$ cat src/rtl/wed_pkg.sv
package wed_pkg;

   localparam int MAX_LEN = 64;
   localparam int LEN_W = $clog2(MAX_LEN + 1);
   localparam int DIST_W = 20;
   localparam int SYM_W = 8;
   localparam int MODE_W = 2;
   localparam int CSR_ADDR_W = 3;
   localparam int CSR_DATA_W = 32;

   localparam logic [DIST_W-1:0] COST_CAP = 20'd1000000;
   localparam logic [SYM_W-1:0] GAP_SYMBOL = 8'd45;

   localparam logic [MODE_W-1:0] MODE_UNIT = 2'd0;
   localparam logic [MODE_W-1:0] MODE_HAMMING = 2'd1;

   localparam logic [CSR_ADDR_W-1:0] REG_COST_MODE = 3'd0;

   typedef enum logic [1:0] {
      KIND_FIRST,
      KIND_SECOND,
      KIND_END
   } kind_type;

   typedef enum logic [1:0] {
      TOK_LOAD,
      TOK_COL,
      TOK_END
   } tok_op_type;

   // one request in flight along the cell row
   typedef struct packed {
      logic              valid;
      tok_op_type        op;
      logic [SYM_W-1:0]  symbol;
      logic [LEN_W-1:0]  len;
      logic [MODE_W-1:0] mode;
      logic              first;
      logic [DIST_W-1:0] up;
      logic [DIST_W-1:0] diag;
      logic [DIST_W-1:0] res;
      logic              ovf;
   } token_type;

   function automatic logic [DIST_W-1:0] sat_add(input logic [DIST_W-1:0] a,
                                                 input logic [DIST_W-1:0] b);
      logic [DIST_W:0] s;
      s = {1'b0, a} + {1'b0, b};
      return (s > {1'b0, COST_CAP}) ? COST_CAP : s[DIST_W-1:0];
   endfunction

   function automatic logic [DIST_W-1:0] gap_cost(input logic [MODE_W-1:0] mode);
      return (mode == MODE_HAMMING) ? COST_CAP : DIST_W'(1);
   endfunction

   function automatic logic [DIST_W-1:0] pair_cost(input logic [SYM_W-1:0] a,
                                                   input logic [SYM_W-1:0] b,
                                                   input logic [MODE_W-1:0] mode);
      logic [DIST_W-1:0] c;
      c = '0;
      if (a == GAP_SYMBOL || b == GAP_SYMBOL) begin
         c = gap_cost(mode);
      end else if (a != b) begin
         case (mode)
            MODE_UNIT:    c = DIST_W'(1);
            MODE_HAMMING: c = DIST_W'(2);
            default:      c = DIST_W'(3);
         endcase
      end
      return c;
   endfunction

   // first-column value of row idx: idx gaps, saturated
   function automatic logic [DIST_W-1:0] init_value(input logic [LEN_W-1:0] idx,
                                                    input logic [MODE_W-1:0] mode);
      logic [DIST_W-1:0] v;
      v = DIST_W'(idx);
      if (idx == '0) begin
         v = '0;
      end else if (mode == MODE_HAMMING || v > COST_CAP) begin
         v = COST_CAP;
      end
      return v;
   endfunction

endpackage

$ cat src/rtl/wed_cell.sv
module wed_cell (
   input  logic                      clock,
   input  logic                      reset,
   input  logic                      en,
   input  logic [wed_pkg::LEN_W-1:0] idx,
   input  wed_pkg::token_type        tok_i,
   output wed_pkg::token_type        tok_o
);

   logic [wed_pkg::SYM_W-1:0]  ch_ff, ch_in;
   logic [wed_pkg::DIST_W-1:0] dp_ff, dp_in;
   wed_pkg::token_type         tok_ff, tok_in;
   logic [wed_pkg::DIST_W-1:0] old, gap, cost_a, cost_b, cost_c, best;
   logic                       active;

   always_comb begin
      gap    = wed_pkg::gap_cost(tok_i.mode);
      old    = tok_i.first ? wed_pkg::init_value(idx, tok_i.mode) : dp_ff;
      cost_a = wed_pkg::sat_add(old, gap);
      cost_b = wed_pkg::sat_add(tok_i.up, gap);
      cost_c = wed_pkg::sat_add(tok_i.diag,
                                wed_pkg::pair_cost(ch_ff, tok_i.symbol, tok_i.mode));
      best   = (cost_a <= cost_b) ? cost_a : cost_b;
      if (cost_c < best) begin
         best = cost_c;
      end

      active = en && tok_i.valid;
      ch_in  = ch_ff;
      dp_in  = dp_ff;
      tok_in = tok_i;

      case (tok_i.op)
         wed_pkg::TOK_LOAD: begin
            if (active && tok_i.len == idx - wed_pkg::LEN_W'(1)) begin
               ch_in = tok_i.symbol;
            end
         end
         wed_pkg::TOK_COL: begin
            // rows past the stored length are left alone
            if (idx <= tok_i.len) begin
               tok_in.up   = best;
               tok_in.diag = old;
               if (active) begin
                  dp_in = best;
               end
            end
         end
         wed_pkg::TOK_END: begin
            if (idx == tok_i.len) begin
               tok_in.res = old;
            end
         end
         default: begin
         end
      endcase
   end

   always_ff @(posedge clock) begin
      if (reset) begin
         tok_ff.valid <= 1'b0;
      end else if (en) begin
         tok_ff <= tok_in;
      end
   end

   always_ff @(posedge clock) begin
      ch_ff <= ch_in;
      dp_ff <= dp_in;
   end

   assign tok_o = tok_ff;

endmodule

$ cat config.mk
export PLATFORM = sky130hd
export DESIGN_NAME = wed_cell
export DESIGN_NICKNAME = d
export VERILOG_FILES = /design/src/rtl/wed_pkg.sv /design/src/rtl/wed_cell.sv
export SDC_FILE = /design/constraint.sdc
export NUM_CORES = 1
export LEC_CHECK = 0
export BUFFER_PORTS_ARGS = -buffer_cell sky130_fd_sc_hd__buf_2
export CORE_MARGIN = 2
export CORE_UTILIZATION = 59
export CTS_BUF_LIST = sky130_fd_sc_hd__clkbuf_8
export DETAILED_ROUTE_END_ITERATION = 10
export PLACE_DENSITY = 0.84
export SETUP_SLACK_MARGIN = 0.3
export SYNTH_ARGS = -nofsm -noshare
export SYNTH_HDL_FRONTEND = slang
export SYNTH_SLANG_ARGS = --single-unit
$ cat constraint.sdc
create_clock -name clock -period 13 [get_ports clock]
set_input_delay 2.6 -clock clock [delete_from_list [all_inputs] [get_ports clock]]
set_output_delay 2.6 -clock clock [all_outputs]
set_load 0.01 [all_outputs]
==> results of run 1 <==
-- critical path, delay by kind of cell --
kind	cells	cell delay (ns)
buffers and inverters	4	0.51
adder cells (fa/ha/maj)	4	1.28
multiplexers	1	0.31
AO/OA/AOI/OAI	16	3.98
AND/OR/NAND/NOR	13	3.66
-- layer usage --
metal	global-route usage (%)	vias to the layer above
li1	-	4237
met1	47.2	4261
met2	55.5	679
met3	7.47	116
met4	19.3	0
met5	0	-
-- worst max path at each step --
stage | endpoint | slack [ns] | cells past startpoint
after CTS | tok_o[56] | 0.74 | 38
after floorplan | tok_o[50] | 1.08 | 41
final | tok_o[56] | 0.80 | 38
after global placement | dp_ff[8] | 0.63 | 39
after global routing | tok_o[56] | 0.28 | 40
after detailed placement | dp_ff[13] | 0.34 | 37
-- stage by stage --
step           util [%]  total power, uW  worst slack, ns  hold WS [ns]
2_1_floorplan         -              756             1.08         0.487
3_3_place_gp       67.8              890            0.628         0.454
3_5_place_dp       67.8              900            0.336         0.456
4_1_cts            69.3             1130            0.737         0.475
5_1_grt            69.5             1200            0.279         0.518
6_report           69.5             1150            0.798         0.474
-- final cells by class --
cell class,instances,area (um2)
clock buffers,9,124
fillers,1247,4670
well taps,211,264
flip-flops and latches,110,3290
repair buffers,198,1050
inverters,45,169
multi-input cells,832,5640
clock inverters,7,96.3
-- registers in the layout (all words and copies together) (netlist names) --
signal / count
ch_ff: 8
dp_ff: 20
tok_o: 82
-- cells in the final DEF, fill, tap and decap left out, types with 15 or more instances in the layout --
master	n
a211o_1	18
a21oi_1	49
and3_1	18
buf_2	173
buf_4	25
edfxtp_1	109
ha_1	74
inv_1	44
nand2_1	145
nand2b_1	23
nand3_1	24
nand4_1	23
nor2_1	48
nor2b_1	15
nor3_1	18
o211ai_1	24
o21ai_0	76
xnor2_1	42
xor2_1	18
-- cells by family after synthesis --
family,Yosys count,synth area share (%)
muxes,17,1.91
adders and majority gates,75,10.2
AOI/OAI and AO/OA,294,21.5
xor gates and xnor gates,60,5.65
and+or+nand+nor,386,21.0
buffers and inverters,98,4.37
DFF,110,35.4
-- power breakdown --
group | switching (uW) | internal (uW)
registers | 6.12 | 422
clock network | 153 | 81.6
logic | 306 | 183
-- timing repair --
| action | in CTS | in global routing |
|---|---|---|
| endpoints found under the setup margin | 0 | 38 |
| buffers inserted | 0 | 0 |
| resized for setup | 0 | 8 |
==> results.sh, run 1 <==
export IMPL_worst_setup_path_end_kind="flop"
export IMPL_min_path_type="reg2reg"
export IMPL_via_per_inst=6.58
export IMPL_powerDensity_nw_per_um2=108
export IMPL_start_kind="primary input"
export IMPL_leakage_uw=0.00449
export IMPL_seq_area_frac_synth_pct=35.4
export IMPL_synthArstFlopShare_pct=0
export IMPL_tns_ns=0
export IMPL_cp_max_fo=21
export IMPL_synth_cells=1040
export IMPL_num_rows=45
export IMPL_setup_viol=0
export IMPL_final_nets=1363
export IMPL_r2r_cells=32
export IMPL_initial_core_util_pct=60.7
export IMPL_cts_clk_slew_worst_paths_ns=0.13
export IMPL_grt_max_degree=82
export IMPL_avgSynthCellArea_um2=8.94
export IMPL_wl_met2_um=13200
export IMPL_drv_cap=0
export IMPL_critPathMaxStageDelay_ns=0.56
export IMPL_vias=9293
export IMPL_placed_cells=1396
export IMPL_yosysTopAreaCell="edfxtp_1"
export IMPL_final_design_area_no_fill_um2=10600
export IMPL_synth_edf_count=109
export IMPL_final_cells=1412
export IMPL_fin_skew_ns=0.0194
export IMPL_top_layer_used="met4"
export IMPL_gp_congestion=1.10
export IMPL_cts_root_buf="clkbuf_8"
export IMPL_first_pass_iters=6
export IMPL_wl_per_cell_um=21.4
export IMPL_ys_seq_elements=110
export IMPL_clockBufferDepth=2
export IMPL_first_global_vias=8405
export IMPL_regToRegSetupSlack_ns=3.99
export IMPL_yosysWarnings=0
export IMPL_holdPathEnd="tok_o[81]"
export IMPL_ant_nets=0
export IMPL_synth_common_cells="nand2_1, edfxtp_1, o21ai_0"
export IMPL_dp_hpwl_um=23300
export IMPL_first_iter_violations=1424
export IMPL_r2r_start="dp_ff[16]"
export IMPL_synth_ff_type="edfxtp_1"
export IMPL_yosysUniqueCellTypes=82
export IMPL_yosysMostFrequentCell="nand2_1"
export IMPL_outcome="finished clean"
export IMPL_finalCritPeriodShare_pct=93.9
export IMPL_drive_above_1_share_pct=20.1
export IMPL_place_area_um2=10400
export IMPL_dr_wl_met3_um=3640
export IMPL_die_w_um=130
export IMPL_cts_hold_fix_buffers=0
export IMPL_core_area_um2=15300
export IMPL_cts_sinks=110
export IMPL_port_buffers=173
export IMPL_num_antenna_cells=0
export IMPL_grt_pass1_wl_um=45700
export IMPL_syn_area_um2=9300
export IMPL_reg2reg_to="tok_o[56]"
export IMPL_drt_total_wl_um=30300
export IMPL_crit_arrival_ns=12.38
export IMPL_finalCriticalPeriod_ns=12.20
export IMPL_tritoncts="done"
export IMPL_slew_limit_headroom_pct=26.4
export IMPL_finalHoldViolCount=0
export IMPL_drcViolationCount=0
export IMPL_min_delay_path_depth=2
export IMPL_area_delta_synth_final_pct=14.4
export IMPL_worstSkewPairLatency_ns=0.42
export IMPL_synth_top_area_share_pct=35.2
export IMPL_antenna_found_initial=0
export IMPL_fmax_ghz=0.0820
export IMPL_rsz0062_at_grt="false"
export IMPL_grt_usage_pct=35.8
export IMPL_vdd_ir_drop_max_mv=0.0754
export IMPL_grt_overflow=0
export IMPL_die_h_um=130
export IMPL_cts_buffers=9
export IMPL_drv_slew=0
export IMPL_htree_levels=3
export IMPL_dieArea_um2=16800
export IMPL_synth_fp_nets=1207
export IMPL_routedLengthMet1_um=11700
export IMPL_crit_slowest_cell="or4_4"
export IMPL_cp_required_ns=13.17
export IMPL_startpoint="idx[0]"
export IMPL_worst_pin_slew_ns=1.09
export IMPL_ios=174
export IMPL_path_class="in2reg"
export IMPL_min_from="tok_o[81]"
export IMPL_ys_top_cells_by_area="edfxtp_1, ha_1, nand2_1"
No activity file was read; power rests on OpenSTA's default activity.
==> inputs of run 2 (changes only) <==
--- a/config.mk
+++ b/config.mk
@@ -11,7 +11,7 @@
 export CTS_BUF_LIST = sky130_fd_sc_hd__clkbuf_8
 export DETAILED_ROUTE_END_ITERATION = 10
 export PLACE_DENSITY = 0.84
-export SETUP_SLACK_MARGIN = 0.3
+export SETUP_SLACK_MARGIN = 0.2
 export SYNTH_ARGS = -nofsm -noshare
 export SYNTH_HDL_FRONTEND = slang
 export SYNTH_SLANG_ARGS = --single-unit
==> constraint.sdc (replaced) <==
create_clock -name clock -period 12.18 [get_ports clock]
set_input_delay 2.436 -clock clock [delete_from_list [all_inputs] [get_ports clock]]
set_output_delay 2.436 -clock clock [all_outputs]
set_load 0.01 [all_outputs]
==> run 2 against run 1 <==
Compared with the run above: final cell count grew 0.85%; sequential share of layout area decreased by 0.31 points; largest cell class unchanged; hold slack gained 0.019 ns; count of clock-buffer cells in the layout unchanged; cell area increased by 1.0%; sequential power is 6.5% higher; combinational power is 8.2% higher.
==> results.sh, run 2 (synthesis gave the netlist of run 1 again) <==
export IMPL_powerDensity_nw_per_um2=114
export IMPL_p_sw_share_pct=39.7
export IMPL_met3_usage_pct=6.65
export IMPL_slew_limit_headroom_pct=12.9
export IMPL_final_cells=1424
export IMPL_grt_pass1_wl_um=45100
export IMPL_finalCritPeriodShare_pct=93.3
export IMPL_final_core_util_pct=70.2
export IMPL_total_power_uw=1230
export IMPL_drcViolationCount=0
export IMPL_htree_levels=3
export IMPL_worst_setup_path_end_kind="flop"
export IMPL_die_h_um=130
export IMPL_start_kind="primary input"
export IMPL_grt_overflow=0
export IMPL_dp_hpwl_um=23300
export IMPL_cts_buffers=9
export IMPL_worst_pin_slew_ns=1.29
export IMPL_p_comb_share_pct=43.1
export IMPL_finalHoldViolCount=0
export IMPL_outcome="finished clean"
export IMPL_clockPowerShare_pct=19.6
export IMPL_internal_power_uw=740
export IMPL_ios=174
export IMPL_tritoncts="done"
export IMPL_grt_usage_pct=35.4
export IMPL_cp_required_ns=12.43
export IMPL_port_buffers=173
export IMPL_busiest_layer="met2"
export IMPL_finalCriticalPeriod_ns=11.37
export IMPL_drive_above_1_share_pct=21.3
export IMPL_cts_sinks=110
export IMPL_first_pass_iters=5
export IMPL_final_cell_mix="buf_2, nand2_1, edfxtp_1"
export IMPL_grt_use_met1_pct=46.8
export IMPL_drv_cap=0
export IMPL_cp_max_fo=15
export IMPL_leakage_uw=0.00456
export IMPL_first_global_vias=8229
export IMPL_core_area_um2=15300
export IMPL_critPathMaxStageDelay_ns=0.57
export IMPL_fmax_ghz=0.0880
export IMPL_layout_commonest_cell="buf_2"
export IMPL_grt_max_degree=82
export IMPL_path_class="in2reg"
export IMPL_vdd_ir_drop_max_mv=0.0729
export IMPL_die_w_um=130
export IMPL_wl_per_cell_um=20.9
export IMPL_clockBufferDepth=2
export IMPL_gp_congestion=0.998
export IMPL_final_nets=1375
export IMPL_drv_slew=0
export IMPL_placed_cells=1405
export IMPL_vias=9011
export IMPL_via_per_inst=6.33
export IMPL_antenna_found_initial=0
export IMPL_area_delta_synth_final_pct=15.6
export IMPL_crit_arrival_ns=11.62
export IMPL_ant_nets=0
export IMPL_rsz0062_at_grt="false"
export IMPL_dieArea_um2=16800
export IMPL_p_sw_uw=487
export IMPL_cts_root_buf="clkbuf_8"
export IMPL_fin_skew_ns=0.0243
export IMPL_grt_use_met2_pct=56.0
export IMPL_first_iter_violations=1096
export IMPL_seqPwrFrac_pct=37.3
export IMPL_drt_total_wl_um=29800
export IMPL_setup_viol=0
export IMPL_initial_core_util_pct=60.7
export IMPL_worstSkewPairLatency_ns=0.42
export IMPL_crit_slowest_cell="or4_4"
export IMPL_num_antenna_cells=0
export IMPL_num_rows=45
export IMPL_largest_reg_flops=82
export IMPL_cts_clk_slew_worst_paths_ns=0.13
export IMPL_min_path_type="reg2reg"
==> run 2: cell count changes in the layout (fill, tap and decap cells not counted), sizes merged <==
cell / previous run / this run
inv: 50 / 49
buf: 198 / 210
clkinv: 2 / 3
==> run 2: final timing paths <==
| kind | startpoint | endpoint | slack [ns] | cells past startpoint |
|---|---|---|---|---|
| max | idx[0] | tok_o[47] | 0.81 | 39 |
| min | tok_o[81] | tok_o[81] | 0.49 | 2 |
| max reg2reg | dp_ff[19] | tok_o[47] | 3.39 | 31 |
| min reg2reg | tok_o[81] | tok_o[81] | 0.49 | 2 |
==> run 2: power groups by stage <==
stage                     Sequential [uW]  Combinational, uW  Clock (uW)
after floorplan                       475                332           0
after global placement                466                498           0
after detailed placement              466                502           0
after CTS                             457                506         240
after global routing                  459                575         253
final                                 457                529         240
==> run 2: through the flow <==
stage	instance area [um2]	hold slack, ns	setup WS [ns]	setup TNS, ns
4_1_cts	10700	0.495	0.360	0
3_3_place_gp	10500	0.455	0.167	0
6_report	10700	0.493	0.810	0
5_1_grt	10700	0.543	0.244	0
2_1_floorplan	9300	0.487	0.427	0
3_5_place_dp	10500	0.477	-0.0590	-0.234
==> run 2: area by class of cell <==
type,instances,area [um2]
repair buffers,210,1140
well taps,211,264
clock buffers,9,124
multi-input cells,832,5660
flip-flops and latches,110,3290
inverters,45,169
fillers,1248,4570
clock inverters,7,91.3
==> run 2: routing by layer <==
layer  vias up  share of wire, %
met1      4146                41
met4         0               4.8
met3        87               9.9
met2       522                44
li1       4256                 -
met5         -                 0
==> run 2: critical path, delay by kind of cell <==
| kind | cells | cell delay, ns |
|---|---|---|
| AO/OA/AOI/OAI | 16 | 3.78 |
| multiplexers | 1 | 0.31 |
| adder cells (fa/ha/maj) | 4 | 1.10 |
| buffers and inverters | 5 | 0.72 |
| AND/OR/NAND/NOR | 13 | 3.30 |
==> run 2: timing repair <==
action / CTS / global route
setup buffers: 0 / 3
hold endpoints to repair: 0 / 0
resized for setup: 0 / 13
hold buffers: 0 / 0
endpoints found under the setup margin: 0 / 38
==> inputs of run 3 (changes only) <==
--- a/config.mk
+++ b/config.mk
@@ -7,10 +7,10 @@
 export LEC_CHECK = 0
 export BUFFER_PORTS_ARGS = -buffer_cell sky130_fd_sc_hd__buf_2
 export CORE_MARGIN = 2
-export CORE_UTILIZATION = 59
+export CORE_UTILIZATION = 53
 export CTS_BUF_LIST = sky130_fd_sc_hd__clkbuf_8
 export DETAILED_ROUTE_END_ITERATION = 10
-export PLACE_DENSITY = 0.84
+export PLACE_DENSITY = 0.8
 export SETUP_SLACK_MARGIN = 0.2
 export SYNTH_ARGS = -nofsm -noshare
 export SYNTH_HDL_FRONTEND = slang
==> constraint.sdc (replaced) <==
create_clock -name clock -period 9.5 [get_ports clock]
set_input_delay 1.9 -clock clock [delete_from_list [all_inputs] [get_ports clock]]
set_output_delay 1.9 -clock clock [all_outputs]
set_load 0.01 [all_outputs]
==> run 3 against run 2 <==
Compared with the run above: highest routed layer is now met5; the flow now finishes with violations (setup timing); setup slack lost 1.1 ns; die area up 11%; clock skew decreased by 0.0025 ns; sequential share of layout area shrank 4.4 points; cell area is 17% higher; core utilization up 2.7 points; critical path depth is 4 higher; non-clock buffer count grew 161; first-iteration DRC count fell by 21%; largest cell class unchanged; combinational power up 95%; flip-flop and latch count unchanged.
==> results.sh, run 3 (synthesis gave the netlist of run 1 again) <==
export IMPL_outcome="finished, violations left"
export IMPL_violations="setup timing"
export IMPL_first_iter_violations=862
export IMPL_via_per_inst=6.15
export IMPL_leakage_uw=0.00544
export IMPL_slew_limit_headroom_pct=29.1
export IMPL_dp_hpwl_um=26100
export IMPL_drt_total_wl_um=33300
export IMPL_rsz0062_at_grt="true"
export IMPL_die_w_um=136
export IMPL_cp_required_ns=9.74
export IMPL_vdd_ir_drop_max_mv=0.102
export IMPL_critPathCapture="tok_o[53]"
export IMPL_ios=174
export IMPL_cts_hold_fix_buffers=0
export IMPL_finalCritPeriodShare_pct=103
export IMPL_area_delta_synth_final_pct=35.1
export IMPL_worst_setup_path_end_kind="flop"
export IMPL_drv_cap=0
export IMPL_powerDensity_nw_per_um2=154
export IMPL_path_class="in2reg"
export IMPL_initial_core_util_pct=54.0
export IMPL_dieArea_um2=18600
export IMPL_die_h_um=136
export IMPL_setup_viol=38
export IMPL_wl_met2_um=15300
export IMPL_finalHoldViolCount=0
export IMPL_drv_slew=0
export IMPL_htree_levels=3
export IMPL_vias=9865
export IMPL_core_area_um2=17200
export IMPL_worst_pin_slew_ns=1.06
export IMPL_worstSkewPairLatency_ns=0.41
export IMPL_crit_arrival_ns=10.00
export IMPL_gp_congestion=0.957
export IMPL_cts_buffers=9
export IMPL_finalCriticalPeriod_ns=9.76
export IMPL_final_cell_mix="buf_4, buf_2, nand2_1"
export IMPL_cts_clk_slew_worst_paths_ns=0.13
export IMPL_drcViolationCount=0
export IMPL_grt_pass1_wl_um=50600
export IMPL_grt_max_degree=82
export IMPL_min_path_type="reg2reg"
export IMPL_start_kind="primary input"
export IMPL_path_buf_inv=8
export IMPL_r2r_cells=36
export IMPL_largest_reg_flops=82
export IMPL_top_layer_used="met5"
export IMPL_crit_slowest_cell="or3b_4"
export IMPL_routedLengthMet1_um=13300
export IMPL_critical_path_top_delay_family="compound AO/OA/AOI/OAI gates"
export IMPL_dr_wl_met3_um=2950
export IMPL_crit_cells=43
export IMPL_drive_above_1_share_pct=34.6
export IMPL_num_rows=48
export IMPL_startpoint="idx[1]"
export IMPL_grt_usage_pct=35.8
export IMPL_cts_root_buf="clkbuf_8"
export IMPL_grt_overflow=0
export IMPL_worst_slack_ns=-0.260
export IMPL_wl_per_cell_um=20.8
export IMPL_final_nets=1537
export IMPL_tritoncts="done"
export IMPL_cts_sinks=110
export IMPL_fmax_ghz=0.102
export IMPL_r2r_start="dp_ff[16]"
export IMPL_reg2reg_to="tok_o[53]"
export IMPL_critPathMaxStageDelay_ns=0.39
export IMPL_hold_ws_ns=0.496
export IMPL_ant_nets=0
export IMPL_first_pass_iters=5
export IMPL_layout_commonest_cell="buf_4"
export IMPL_first_global_vias=9302
export IMPL_clockBufferDepth=2
export IMPL_fin_skew_ns=0.0219
export IMPL_antenna_found_initial=4
export IMPL_cp_max_fo=7
export IMPL_port_buffers=173
export IMPL_place_ws_ns=-1.13
export IMPL_regToRegSetupSlack_ns=1.68
## run 3: worst min-delay path by stage
stage | slack (ns) | to | startpoint | cells after the start
finish | 0.50 | tok_o[81] | tok_o[81] | 2
global placement | 0.46 | tok_o[81] | tok_o[81] | 2
CTS | 0.50 | tok_o[81] | tok_o[81] | 2
detailed placement | 0.49 | tok_o[81] | tok_o[81] | 2
floorplan | 0.49 | tok_o[81] | tok_o[81] | 2
global route | 0.53 | tok_o[81] | tok_o[81] | 2
## run 3: power breakdown
group,switching (uW),internal [uW]
clock network,201,113
registers,9.82,578
logic,524,506
## run 3: through the flow
stage          setup TNS, ns  power (uW)  instances  utilization [%]  area, um2
2_1_floorplan         -17.77        1080       1040                -       9580
3_3_place_gp          -35.11        1410       1552             67.8      11700
3_5_place_dp          -41.60        1420       1552             67.8      11700
4_1_cts                -3.77        1880       1595             72.1      12400
5_1_grt               -22.37        2020       1600             72.8      12600
6_report               -6.32        1930       1603             72.9      12600
## run 3: worst reg2reg max path: cells and delay by family, from the launching register on
| family | cells | cell delay [ns] |
|---|---|---|
| buffers and inverters | 5 | 0.67 |
| AO/OA/AOI/OAI | 19 | 4.27 |
| AND/OR/NAND/NOR | 9 | 1.41 |
| adder cells (fa/ha/maj) | 3 | 0.80 |
| flip-flops | 1 | 0.51 |
## run 3: per-layer routing
metal,vias to the layer above,track usage [%]
met3,98,6.52
li1,4598,-
met2,551,57.5
met1,4616,45.9
met4,2,18.9
met5,-,0
## run 3: cell type report
class,instances,area [um2]
Timing Repair Buffer,371,2490
Multi-Input combinational cell,833,6080
Clock buffer,9,124
Antenna cell,3,7.51
Clock inverter,7,96.3
Inverter,45,189
Fill cell,1326,4670
Sequential cell,110,3290
Tap cell,225,282
## run 3: what timing repair did
item | CTS | global route
hold endpoints to repair | 0 | 0
cloned | 5 | 0
endpoints found under the setup margin | 40 | 40
buffers inserted | 22 | 5
pin swaps | 28 | 11
gates resized for setup | 60 | 25
