[src/rtl/wed_pkg.sv]
package wed_pkg;

   localparam int MAX_LEN = 64;
   localparam int LEN_W = $clog2(MAX_LEN + 1);
   localparam int DIST_W = 20;
   localparam int SYM_W = 8;
   localparam int MODE_W = 2;
   localparam int CSR_ADDR_W = 3;
   localparam int CSR_DATA_W = 32;

   localparam logic [DIST_W-1:0] COST_CAP = 20'd1000000;
   localparam logic [SYM_W-1:0] GAP_SYMBOL = 8'd45;

   localparam logic [MODE_W-1:0] MODE_UNIT = 2'd0;
   localparam logic [MODE_W-1:0] MODE_HAMMING = 2'd1;

   localparam logic [CSR_ADDR_W-1:0] REG_COST_MODE = 3'd0;

   typedef enum logic [1:0] {
      KIND_FIRST,
      KIND_SECOND,
      KIND_END
   } kind_type;

   typedef enum logic [1:0] {
      TOK_LOAD,
      TOK_COL,
      TOK_END
   } tok_op_type;

   // one request in flight along the cell row
   typedef struct packed {
      logic              valid;
      tok_op_type        op;
      logic [SYM_W-1:0]  symbol;
      logic [LEN_W-1:0]  len;
      logic [MODE_W-1:0] mode;
      logic              first;
      logic [DIST_W-1:0] up;
      logic [DIST_W-1:0] diag;
      logic [DIST_W-1:0] res;
      logic              ovf;
   } token_type;

   function automatic logic [DIST_W-1:0] sat_add(input logic [DIST_W-1:0] a,
                                                 input logic [DIST_W-1:0] b);
      logic [DIST_W:0] s;
      s = {1'b0, a} + {1'b0, b};
      return (s > {1'b0, COST_CAP}) ? COST_CAP : s[DIST_W-1:0];
   endfunction

   function automatic logic [DIST_W-1:0] gap_cost(input logic [MODE_W-1:0] mode);
      return (mode == MODE_HAMMING) ? COST_CAP : DIST_W'(1);
   endfunction

   function automatic logic [DIST_W-1:0] pair_cost(input logic [SYM_W-1:0] a,
                                                   input logic [SYM_W-1:0] b,
                                                   input logic [MODE_W-1:0] mode);
      logic [DIST_W-1:0] c;
      c = '0;
      if (a == GAP_SYMBOL || b == GAP_SYMBOL) begin
         c = gap_cost(mode);
      end else if (a != b) begin
         case (mode)
            MODE_UNIT:    c = DIST_W'(1);
            MODE_HAMMING: c = DIST_W'(2);
            default:      c = DIST_W'(3);
         endcase
      end
      return c;
   endfunction

   // first-column value of row idx: idx gaps, saturated
   function automatic logic [DIST_W-1:0] init_value(input logic [LEN_W-1:0] idx,
                                                    input logic [MODE_W-1:0] mode);
      logic [DIST_W-1:0] v;
      v = DIST_W'(idx);
      if (idx == '0) begin
         v = '0;
      end else if (mode == MODE_HAMMING || v > COST_CAP) begin
         v = COST_CAP;
      end
      return v;
   endfunction

endpackage

[src/rtl/wed_head.sv]
module wed_head (
   input  logic                        clock,
   input  logic                        reset,
   input  logic                        en,
   input  logic                        accept,
   input  logic [1:0]                  req_kind,
   input  logic [wed_pkg::SYM_W-1:0]   req_symbol,
   input  logic [wed_pkg::MODE_W-1:0]  mode,
   output wed_pkg::token_type          tok
);

   logic [wed_pkg::LEN_W-1:0]  len_ff, len_in;
   logic                       started_ff, started_in;
   logic                       ovf_ff, ovf_in;
   logic [wed_pkg::DIST_W-1:0] dp0_ff, dp0_in;
   wed_pkg::token_type         tok_ff, tok_in;
   logic [wed_pkg::DIST_W-1:0] diag0;

   always_comb begin
      len_in     = len_ff;
      started_in = started_ff;
      ovf_in     = ovf_ff;
      dp0_in     = dp0_ff;
      diag0      = started_ff ? dp0_ff : '0;

      tok_in        = '0;
      tok_in.op     = wed_pkg::TOK_COL;
      tok_in.symbol = req_symbol;
      tok_in.len    = len_ff;
      tok_in.mode   = mode;
      tok_in.first  = !started_ff;
      tok_in.ovf    = ovf_ff;

      if (accept) begin
         unique case (wed_pkg::kind_type'(req_kind))
            wed_pkg::KIND_FIRST: begin
               // drop characters once the second sequence has begun
               if (!started_ff) begin
                  if (len_ff < wed_pkg::LEN_W'(wed_pkg::MAX_LEN)) begin
                     tok_in.valid = 1'b1;
                     tok_in.op    = wed_pkg::TOK_LOAD;
                     len_in       = len_ff + wed_pkg::LEN_W'(1);
                  end else begin
                     ovf_in = 1'b1;
                  end
               end
            end
            wed_pkg::KIND_SECOND: begin
               tok_in.valid = 1'b1;
               tok_in.op    = wed_pkg::TOK_COL;
               tok_in.diag  = diag0;
               tok_in.up    = wed_pkg::sat_add(diag0, wed_pkg::gap_cost(mode));
               dp0_in       = tok_in.up;
               started_in   = 1'b1;
            end
            wed_pkg::KIND_END: begin
               tok_in.valid = 1'b1;
               tok_in.op    = wed_pkg::TOK_END;
               tok_in.res   = diag0;
               len_in       = '0;
               started_in   = 1'b0;
               ovf_in       = 1'b0;
            end
            default: begin
            end
         endcase
      end
   end

   always_ff @(posedge clock) begin
      if (reset) begin
         len_ff       <= '0;
         started_ff   <= 1'b0;
         ovf_ff       <= 1'b0;
         tok_ff.valid <= 1'b0;
      end else begin
         len_ff     <= len_in;
         started_ff <= started_in;
         ovf_ff     <= ovf_in;
         if (en) begin
            tok_ff <= tok_in;
         end
      end
   end

   always_ff @(posedge clock) begin
      dp0_ff <= dp0_in;
   end

   assign tok = tok_ff;

endmodule

[config.mk]
export PLATFORM = sky130hd
export DESIGN_NAME = wed_head
export DESIGN_NICKNAME = d
export VERILOG_FILES = /design/src/rtl/wed_pkg.sv /design/src/rtl/wed_head.sv
export SDC_FILE = /design/constraint.sdc
export NUM_CORES = 1
export LEC_CHECK = 0
export BUFFER_PORTS_ARGS = -buffer_cell sky130_fd_sc_hd__buf_2
export CAP_MARGIN = 20
export CORE_MARGIN = 1.5
export CORE_UTILIZATION = 50
export CTS_CLUSTER_DIAMETER = 30
export DETAILED_ROUTE_END_ITERATION = 7
export GPL_TIMING_DRIVEN = 0
export MAX_ROUTING_LAYER = met4
export PLACE_DENSITY = 0.85
export SLEW_MARGIN = 40
export SYNTH_ARGS = -nofsm -noshare
export SYNTH_HDL_FRONTEND = slang
export SYNTH_SLANG_ARGS = --single-unit
[constraint.sdc]
create_clock -name clock -period 4.4 [get_ports clock]
set_clock_uncertainty 0.2 [all_clocks]
set_input_delay 0 -clock clock [delete_from_list [all_inputs] [get_ports clock]]
set_output_delay 0 -clock clock [all_outputs]
set_load 0.01 [all_outputs]
==> results of run 1 <==
==> layout make-up <==
class / count / area share
plain buffers: 23 / 0.0243
flip-flops and latches: 111 / 0.515
clock buffers: 10 / 0.0219
inverters: 13 / 0.00776
multi-input cells: 294 / 0.278
clock inverters: 6 / 0.00815
well taps: 133 / 0.0265
repair buffers: 120 / 0.119
==> registers in the layout, summed over array words and instances, names as in the netlist <==
| signal | count |
|---|---|
| len_ff | 7 |
| ovf_ff | 1 |
| dp0_ff | 20 |
| tok | 82 |
| started_ff | 1 |
==> routing by layer <==
metal / vias to the layer above / GRT usage / part of all wire
met4: 0 / 0.0952 / 0.024
met3: 20 / 0.0501 / 0.048
met5: - / - / 0
met2: 124 / 0.408 / 0.52
li1: 1880 / - / -
met1: 1870 / 0.268 / 0.41
==> logic make-up after synthesis <==
group,after synthesis,share of synthesized area
mux,2,0.00414
fa+ha+maj,8,0.0190
xor+xnor,20,0.0341
buf+inv,38,0.0334
flops,111,0.630
simple gates,191,0.179
compound gates,73,0.100
==> power groups by stage <==
stage / clock network, uW / registers [uW] / logic (uW)
finish: 584 / 1200 / 234
floorplan: 0 / 1250 / 117
detailed placement: 0 / 1230 / 213
global placement: 0 / 1230 / 201
CTS: 595 / 1200 / 233
global route: 633 / 1210 / 256
==> layout by cell type (no fill, tap or decap), types with 5 or more instances in the layout <==
| master | count |
|---|---|
| a21oi_1 | 20 |
| and3_1 | 8 |
| buf_2 | 101 |
| clkbuf_1 | 9 |
| clkbuf_8 | 11 |
| dfxtp_1 | 9 |
| dlygate4sd3_1 | 19 |
| edfxtp_1 | 101 |
| ha_1 | 7 |
| inv_1 | 12 |
| nand2_1 | 49 |
| nand2b_1 | 5 |
| nand3_1 | 6 |
| nand4_1 | 8 |
| nor2_1 | 60 |
| nor3_1 | 26 |
| o21ai_0 | 14 |
| o22ai_1 | 5 |
| xnor2_1 | 9 |
| xor2_1 | 11 |
==> critical path, delay by kind of cell, from the launching register on <==
kind	cells	cell delay [ps]
AND/OR/NAND/NOR	6	1540
buffers and inverters	7	1180
AO/OA/AOI/OAI	2	500
flip-flops	1	420
adder cells (fa/ha/maj)	1	130
==> metrics by stage <==
stage / power, uW / instance area, um2 / util / TNS, ps / worst slack, ps
global route: 2100 / 6290 / 0.638 / 0 / 1.53
global placement: 1430 / 5780 / 0.586 / -128140 / -1240
finish: 2020 / 6290 / 0.638 / 0 / 144
detailed placement: 1440 / 5850 / 0.593 / -28090 / -1030
floorplan: 1360 / 5140 / - / 0 / 7.40
CTS: 2030 / 6290 / 0.638 / 0 / 14.7
==> how the worst max path moves through the flow <==
stage / startpoint / slack [ps] / endpoint
after global routing: started_ff / 2 / dp0_ff[2]
after CTS: started_ff / 10 / tok[53]
final: started_ff / 140 / tok[53]
after detailed placement: started_ff / -1030 / tok[53]
after floorplan: started_ff / 7 / tok[53]
after global placement: reset / -1240 / tok[35]
==> timing repair <==
item / 4_1_cts / 5_1_grt
hold buffers: 19 / 0
hold endpoints to repair: 35 / 0
setup buffers: 2 / 0
setup endpoints to repair: 32 / 30
gates resized for setup: 12 / 1
pin swaps: 2 / 0
gates cloned: 0 / 0
==> summary.md, run 1 <==
| Metric | Value |
|---|---|
| Run status | `finished, final reports clean` |
| Synth Instances | `443` |
| Crit path kind | `flip-flop to flip-flop` |
| Placed Cells | `about 680` |
| Layout Nets | `a little under 600` |
| GR Overflow Total | `0` |
| Critical R2R Capture | `tok[53]` |
| Reg2Reg Depth | `16` |
| HPWL Detailed | `8.47 mm` |
| Largest net degree at the start of global routing | `25` |
| Max Slew Vio Count | `0` |
| First-pass GRT wire length | `19.3 mm` |
| Most frequent cells after synthesis | `edfxtp_1, nor2_1, nand2_1` |
| Post-synth EDFFs | `101` |
| Min-delay worst type | `input port to flip-flop` |
| R2R Setup Slk | `140 ps` |
| Comb pwr share | `0.116` |
| Clk slew on worst S/H paths | `about 110 ps` |
| Switching Fraction | `0.254` |
| CP required | `~4300 ps` |
| Fin crit share | `0.967` |
| # clock sinks | `111` |
| CTS Buf Count | `9` |
| CP cell instances | `buf_6 > clkbuf_8 > clkbuf_16 > nand2_1 > inv_1 > ha_1 > clkbuf_2 > nand4_1 > or4_4 > a211oi_4 > nor3_1 > or4b_4 > o41ai_4 > buf_6 > buf_6 > nor3_1` |
| Setup violations, final | `0` |
| Synthesized flop and latch total | `111` |
| Mapped Nets | `around 470` |
| Post-Syn Area | `5130 um2` |
| Hold Crit Depth | `2` |
| Initial Util | `0.520` |
| Hold WS | `about 120 ps` |
| CP Data Arrival Time | `4180 ps` |
| Die area | `~11000 um2` |
| Leading area contributor after synthesis | `edfxtp_1` |
| Port Buffers | `96` |
| Vias | `~3900` |
| Critical Path Start Type | `flip-flop` |
| Clock power frac | `0.289` |
| Ys Warns | `0` |
| Row cnt | `36` |
| Worst path most repeated cell | `buf_6` |
| FFs w/ async S/R, synth | `0` |
| ANT nets after route | `0` |
| Sequential Power Share | `0.595` |
| Total track usage | `0.237` |
| Register area | `3240 um2` |
| Longest Clk Path Bufs | `2` |
| Area of the core | `9860 um2` |
| Routed wire per std cell | `16.9 um` |
| Vias per std cell | `5.48` |
| Seq/Total Area, Yosys | `0.630` |
| Die W | `104 um` |
| RSZ-0062 raised after global routing | `false` |
| Root Buffer | `clkbuf_8` |
| Net Sw Power | `513 uW` |
| Critical path peak fanout | `19` |
| Worst Setup End Kind | `flip-flop` |
| Final WL | `12.0 mm` |
| Top cells by area, synth | `edfxtp_1, nor2_1, dfxtp_1` |
| Hold EP | `tok[78]` |
| H-Tree Level Count | `3` |
| Vias in the first global route | `3851` |
| Hold path start | `req_symbol[7]` |
| Reg-to-reg startpoint | `started_ff` |
| Slew @ Worst Pin | `~560 ps` |
| Fill count | `789` |
| Area Growth Syn to Fin | `22.6%` |
| Average cell area after synthesis | `11.6 um2` |
| N_diodes | `0` |
| Power Dens Cells | `321 nW/um2` |
| Non-Filler Instances | `between 700 and 800` |
| Io pins | `98` |
| Antenna violations before repair | `0` |
| Peak supply drop | `around 0.18 mV` |
| Crit path max-delay cell type | `or4b_4` |
| Top-count cell post-synth | `edfxtp_1` |
| Chip Height | `104 um` |
| Pint | `1510 uW` |
| DR iter-0 viols | `151` |
| Area occupied by multi-input gates | `1750 um2` |
| Share of the synthesized area in the top cell type | `0.591` |
| DRC | `0` |
| Max stage delay on crit path | `570 ps` |
| Main synth FF type | `edfxtp_1` |
| Relative slew slack | `0.627` |
| Maximum Capacitance Violations | `0` |
| Share of cells above drive strength 1 | `0.258` |
| Clock latency reported for the late side of the worst-skew pair | `approximately 380 ps` |
| CTS tree | `built` |
| GP Congestion | `slightly above 0.9` |
| Final min period | `4260 ps` |
| Distinct cells, synth | `65` |
| Hold Fails Final Rpt | `0` |
| TritonRoute pass-1 iters | `5` |
| Maximum clock rate | `235 MHz` |
| LEAKAGE | `0.00245 uW` |
Power figures use the tool's default switching activity.
==> run 2, diff against run 1 <==
--- a/config.mk
+++ b/config.mk
@@ -13,7 +13,7 @@
 export DETAILED_ROUTE_END_ITERATION = 7
 export GPL_TIMING_DRIVEN = 0
 export MAX_ROUTING_LAYER = met4
-export PLACE_DENSITY = 0.85
+export PLACE_DENSITY = 0.76
 export SLEW_MARGIN = 40
 export SYNTH_ARGS = -nofsm -noshare
 export SYNTH_HDL_FRONTEND = slang
==> run 2 against run 1 <==
Against the previous run:
- fmax up 2.3%
- first-iteration DRC count up 35%
- non-clock buffer count up 3
- die area unchanged
- sequential share of layout area down 0.33 points
- total power up 1.0%
- count of clock-buffer cells in the layout down 1
- sequential cell count unchanged
- critical path type unchanged
- critical endpoint is now tok[55]
- largest cell class unchanged
==> summary.md, run 2 (synthesized netlist as in run 1, its figures left out) <==
| Metric | Value |
|---|---|
| Placed Cells | `676 (+0.15%)` |
| Root Buffer | `clkbuf_8` |
| Hold Crit Depth | `2 (unchanged)` |
| Maximum Capacitance Violations | `0 (unchanged)` |
| Port Buffers | `96 (unchanged)` |
| Largest register FFs | `82 (unchanged)` |
| Row cnt | `36 (unchanged)` |
| Crit path max-delay cell type | `or4b_4` |
| Chip Height | `104 um (unchanged)` |
| DR iter-0 viols | `204 (+35%)` |
| GR Overflow Total | `0 (unchanged)` |
| Post-route cell area | `6330 um2 (+0.64%)` |
| Relative slew slack | `0.645 (+0.0187)` |
| Io pins | `98 (unchanged)` |
| Peak supply drop | `0.187 mV (+2.6%)` |
| CP cell instances | `clkbuf_8 > clkbuf_8 > clkbuf_16 > nand2_1 > inv_1 > ha_1 > buf_2 > nand4_1 > or4_4 > a211oi_4 > nor3_1 > or4b_4 > or3_2 > a41oi_1` |
| Worst Setup End Kind | `flip-flop` |
| Worst path top cell family by delay | `simple AND/OR/NAND/NOR gates` |
| DRC | `0 (unchanged)` |
| Critical Path Start Type | `flip-flop` |
| Worst path most repeated cell | `clkbuf_8` |
| CP required | `4410 ps (+90 ps)` |
| Run status | `finished, final reports clean` |
| N_diodes | `0 (unchanged)` |
| Placed Area | `5860 um2 (+0.26%)` |
| CTS tree | `built` |
| Layout Nets | `598 (+0.50%)` |
| Hold Fails Final Rpt | `0 (unchanged)` |
| ANT nets after route | `0 (unchanged)` |
| First-pass GRT wire length | `18.1 mm (-6.5%)` |
| Crit path kind | `flip-flop to flip-flop` |
| RSZ-0062 raised after global routing | `false` |
| Buf+Inv Stages, Crit Path | `5 (-2)` |
| Reg2Reg Depth | `14 (-2)` |
| CTS Buf Count | `9 (unchanged)` |
| HPWL Detailed | `8.21 mm (-3.1%)` |
| Power Dens Cells | `323 nW/um2 (+0.40%)` |
| Vias in the first global route | `3681 (-4.4%)` |
| Vias | `3932 (+0.98%)` |
| GP Congestion | `0.949 (+3.6%)` |
| Largest net degree at the start of global routing | `25 (unchanged)` |
| Clk slew on worst S/H paths | `110 ps (about the same)` |
| TritonRoute pass-1 iters | `5 (unchanged)` |
| Most frequent cells in the layout | `buf_2, edfxtp_1, nor2_1, nand2_1, nor3_1` |
| LEAKAGE | `0.00246 uW (+0.71%)` |
| Antenna violations before repair | `0 (unchanged)` |
| Fin crit share | `0.946 (-0.0216)` |
| Clock latency reported for the late side of the worst-skew pair | `390 ps (about the same)` |
| Stages on the worst setup path | `14 (-2)` |
| Final WL | `11.5 mm (-4.5%)` |
| Area of the core | `9860 um2 (unchanged)` |
| Area Growth Syn to Fin | `23.4%` |
| Min-delay worst type | `input port to flip-flop` |
| CP Data Arrival Time | `4170 ps (about the same)` |
| Setup violations, final | `0 (unchanged)` |
| Total track usage | `0.221 (-0.0154)` |
| Initial Util | `0.520 (unchanged)` |
| Max Slew Vio Count | `0 (unchanged)` |
| Slew @ Worst Pin | `532 ps (-28.1 ps)` |
| Die W | `104 um (unchanged)` |
| Maximum clock rate | `240 MHz (+2.3%)` |
| Share of cells above drive strength 1 | `0.262 (+0.00384)` |
| H-Tree Level Count | `3 (unchanged)` |
| Longest Clk Path Bufs | `2 (unchanged)` |
| Critical path peak fanout | `19 (unchanged)` |
| Routed wire per std cell | `16.1 um (-4.9%)` |
| Vias per std cell | `5.51 (+0.55%)` |
| Non-Filler Instances | `713 (+0.42%)` |
| # clock sinks | `111 (unchanged)` |
| Final min period | `4160 ps (-95.0 ps)` |
| Die area | `10900 um2 (unchanged)` |
| Max stage delay on crit path | `570 ps (about the same)` |
| Commonest non-fill, non-tap cell in the layout | `buf_2` |
[run 2: repair_timing]
action	CTS	global route
pin swaps	1	1
gates resized for setup	13	1
hold buffers	19	0
setup endpoints to repair	32	27
hold endpoints to repair	32	0
setup buffers	2	2
[run 2: worst paths after layout]
| check | startpoint | endpoint | slack (ps) |
|---|---|---|---|
| setup / recovery | started_ff | tok[55] | 240 |
| hold / removal | req_symbol[4] | tok[75] | 120 |
| setup reg to reg | started_ff | tok[55] | 240 |
| hold reg to reg | len_ff[5] | tok[69] | 290 |
[run 2: final cells by class]
class	instances	area (um2)
buffer	23	155
clock buffer	9	124
clock inverter	7	72.6
fill	764	3530
inverter	13	48.8
multi-input combinational	294	1750
sequential	111	3240
tap	133	166
timing repair buffer	123	777
[run 2: routing by layer]
metal / part of all wire / track usage / vias up
met5: 0 / - / -
met3: 0.053 / 0.0476 / 17
met1: 0.42 / 0.263 / 1892
met2: 0.50 / 0.368 / 134
met4: 0.018 / 0.0883 / 0
li1: - / - / 1889
[run 2: power breakdown]
part | internal (uW) | switching, uW
Sequential | 1190 | 14.9
Combinational | 94.1 | 142
Clock | 224 | 381
[run 2: per-stage QoR]
stage / setup WS (ps) / util / power (uW) / TNS (ps) / hold WS, ps
2_1_floorplan: 7.40 / - / 1360 / 0 / -131
3_3_place_gp: -1280 / 0.586 / 1430 / -133450 / -23.7
3_5_place_dp: -1100 / 0.594 / 1440 / -29850 / -21.7
4_1_cts: 24.2 / 0.641 / 2060 / 0 / 99.6
5_1_grt: 122 / 0.642 / 2120 / 0 / 96.9
6_report: 239 / 0.642 / 2040 / 0 / 115
==> run 3, diff against run 2 <==
--- a/config.mk
+++ b/config.mk
@@ -8,12 +8,12 @@
 export BUFFER_PORTS_ARGS = -buffer_cell sky130_fd_sc_hd__buf_2
 export CAP_MARGIN = 20
 export CORE_MARGIN = 1.5
-export CORE_UTILIZATION = 50
+export CORE_UTILIZATION = 45
 export CTS_CLUSTER_DIAMETER = 30
 export DETAILED_ROUTE_END_ITERATION = 7
 export GPL_TIMING_DRIVEN = 0
 export MAX_ROUTING_LAYER = met4
-export PLACE_DENSITY = 0.76
+export PLACE_DENSITY = 0.7
 export SLEW_MARGIN = 40
 export SYNTH_ARGS = -nofsm -noshare
 export SYNTH_HDL_FRONTEND = slang
==> run 3 against run 2 <==
Against the previous run:
- sequential cell count did not move
- critical endpoint unchanged
- combinational power barely moved
- die area grew 11%
- highest routed layer unchanged
- largest cell class unchanged
- fmax down 2.2%
==> summary.md, run 3 (synthesized netlist as in run 1, its figures left out) <==
| Metric | Value |
|---|---|
| Total power | `2220 uW (+8.7%)` |
| CP Data Arrival Time | `4210 ps (+40 ps)` |
| Fill count | `940 (+23%)` |
| Final min period | `4250 ps (+92.1 ps)` |
| Peak supply drop | `0.171 mV (-9.0%)` |
| Min-delay worst type | `input port to flip-flop` |
| Most frequent cells in the layout | `buf_2, edfxtp_1, nor2_1, nand2_1, nor3_1` |
| GR Overflow Total | `0 (unchanged)` |
| Area Growth Syn to Fin | `25.0%` |
| Hold Fails Final Rpt | `0 (unchanged)` |
| Critical Path Start Type | `flip-flop` |
| Port Buffers | `96 (unchanged)` |
| Comb pwr share | `0.106 (-0.010)` |
| CTS Buf Count | `9 (unchanged)` |
| CTS tree | `built` |
| Root Buffer | `clkbuf_16` |
| Register area | `3240 um2 (unchanged)` |
| Setup slack at placement | `-1040 ps (+53.4 ps)` |
| Routed wire per std cell | `16.7 um (+3.8%)` |
| Maximum Capacitance Violations | `0 (unchanged)` |
| Area occupied by multi-input gates | `1750 um2 (unchanged)` |
| # clock sinks | `111 (unchanged)` |
| Run status | `finished, final reports clean` |
| Initial Util | `0.467 (-0.0530)` |
| Die area | `12100 um2 (+11%)` |
| Largest net degree at the start of global routing | `25 (unchanged)` |
| Maximum clock rate | `235 MHz (-2.2%)` |
| CP required | `4360 ps (-50 ps)` |
| N_diodes | `0 (unchanged)` |
| Net Sw Power | `534 uW (-0.73%)` |
| TritonRoute pass-1 iters | `5 (unchanged)` |
| Sequential Power Share | `0.542 (-0.046)` |
| Area of the core | `11000 um2 (+11%)` |
| Total track usage | `0.219 (-0.00282)` |
| Critical path peak fanout | `19 (unchanged)` |
| Relative slew slack | `0.577 (-0.0682)` |
| Final WL | `12.0 mm (+4.7%)` |
| RSZ-0062 raised after global routing | `false` |
| Share of cells above drive strength 1 | `0.261 (-0.00127)` |
| Antenna violations before repair | `0 (unchanged)` |
| Power Dens Cells | `346 nW/um2 (+7.3%)` |
| DRC | `0 (unchanged)` |
| Layout Nets | `597 (-0.17%)` |
| Worst Setup End Kind | `flip-flop` |
| H-Tree Level Count | `3 (unchanged)` |
| LEAKAGE | `0.00250 uW (+1.3%)` |
| Vias | `3886 (-1.2%)` |
| DR iter-0 viols | `293 (+44%)` |
| Clock power frac | `0.351 (+0.055)` |
| HPWL Detailed | `8.58 mm (+4.5%)` |
| Setup violations, final | `0 (unchanged)` |
| Fin crit share | `0.967 (+0.0209)` |
| Vias in the first global route | `3681 (unchanged)` |
| Largest register FFs | `82 (unchanged)` |
| Slew @ Worst Pin | `634 ps (+102 ps)` |
| Die W | `110 um (+5.3%)` |
| Switching Fraction | `0.240 (-0.0228)` |
| Final setup TNS | `0 ps (unchanged)` |
| Clk slew on worst S/H paths | `70 ps (-40 ps)` |
| First-pass GRT wire length | `19.1 mm (+5.7%)` |
| Crit path kind | `flip-flop to flip-flop` |
| Setup ws final | `146 ps (-92.1 ps)` |
| Vias per std cell | `5.40 (-2.0%)` |
| Max Slew Vio Count | `0 (unchanged)` |
| ANT nets after route | `0 (unchanged)` |
| Row cnt | `38 (+5.6%)` |
| Io pins | `98 (unchanged)` |
| GP Congestion | `0.913 (-3.9%)` |
| Pint | `1690 uW (+12%)` |
| Clock latency reported for the late side of the worst-skew pair | `350 ps (-40 ps)` |
| Longest Clk Path Bufs | `2 (unchanged)` |
| Chip Height | `110 um (+5.3%)` |
run 3: changes by cell type in the layout (fill, tap and decap cells not counted), sizes merged:
cell	before	now
buf	114	116
inv	17	15
clkinv	2	1
clkinvlp	1	2
dlygate4sd3	19	18
run 3: critical path, cell delays in order (launching register included):
cell,delay [ps]
dfxtp_4,400
buf_8,180
buf_6,160
buf_8,170
nand2_1,130
inv_1,80
ha_1,130
clkbuf_2,180
nand4_1,190
or4_4,550
a211oi_4,260
nor3_1,80
or4b_4,570
or3_2,490
a41oi_1,270
run 3: through the flow:
step / hold slack (ps) / cell area (um2) / instances / util
after floorplan: -131 / 5140 / 443 / -
after global placement: -23.3 / 5790 / 679 / 0.527
after detailed placement: -21.9 / 5890 / 683 / 0.536
after CTS: 105 / 6390 / 718 / 0.582
after global routing: 152 / 6410 / 719 / 0.584
final: 130 / 6410 / 719 / 0.584
run 3: cell type report:
class / count / area share
sequential: 111 / 0.505
multi-input combinational: 294 / 0.273
timing repair buffer: 122 / 0.121
clock buffer: 11 / 0.0378
tap: 140 / 0.0273
buffer: 23 / 0.0224
inverter: 13 / 0.00761
clock inverter: 5 / 0.00644
run 3: power groups by stage:
stage                     combinational [uW]  sequential (uW)  clock, uW
after floorplan                          117             1250          0
after global placement                   201             1230          0
after detailed placement                 215             1230          0
after CTS                                232             1200        794
after global routing                     260             1210        832
final                                    236             1200        780
run 3: worst paths after layout:
check         startpoint  depth (start not counted)  slack [ps]      end
max           started_ff                         14         150  tok[55]
min reg2reg       ovf_ff                          0         290   tok[0]
max reg2reg   started_ff                         14         150  tok[55]
min          req_kind[0]                          6         130   ovf_ff
run 3: what timing repair did:
| action | 4_1_cts | 5_1_grt |
|---|---|---|
| endpoints found under the hold margin | 27 | 0 |
| gates resized for setup | 7 | 6 |
| pin swaps | 1 | 1 |
| hold buffers | 18 | 0 |
| setup endpoints to repair | 32 | 27 |
| setup buffers | 3 | 1 |
run 3: metal layers:
metal / vias up / part of all wire / GRT usage
met5: - / 0 / -
met4: 0 / 0.013 / 0.0659
met3: 16 / 0.052 / 0.0391
met2: 138 / 0.46 / 0.324
met1: 1855 / 0.47 / 0.308
li1: 1877 / - / -
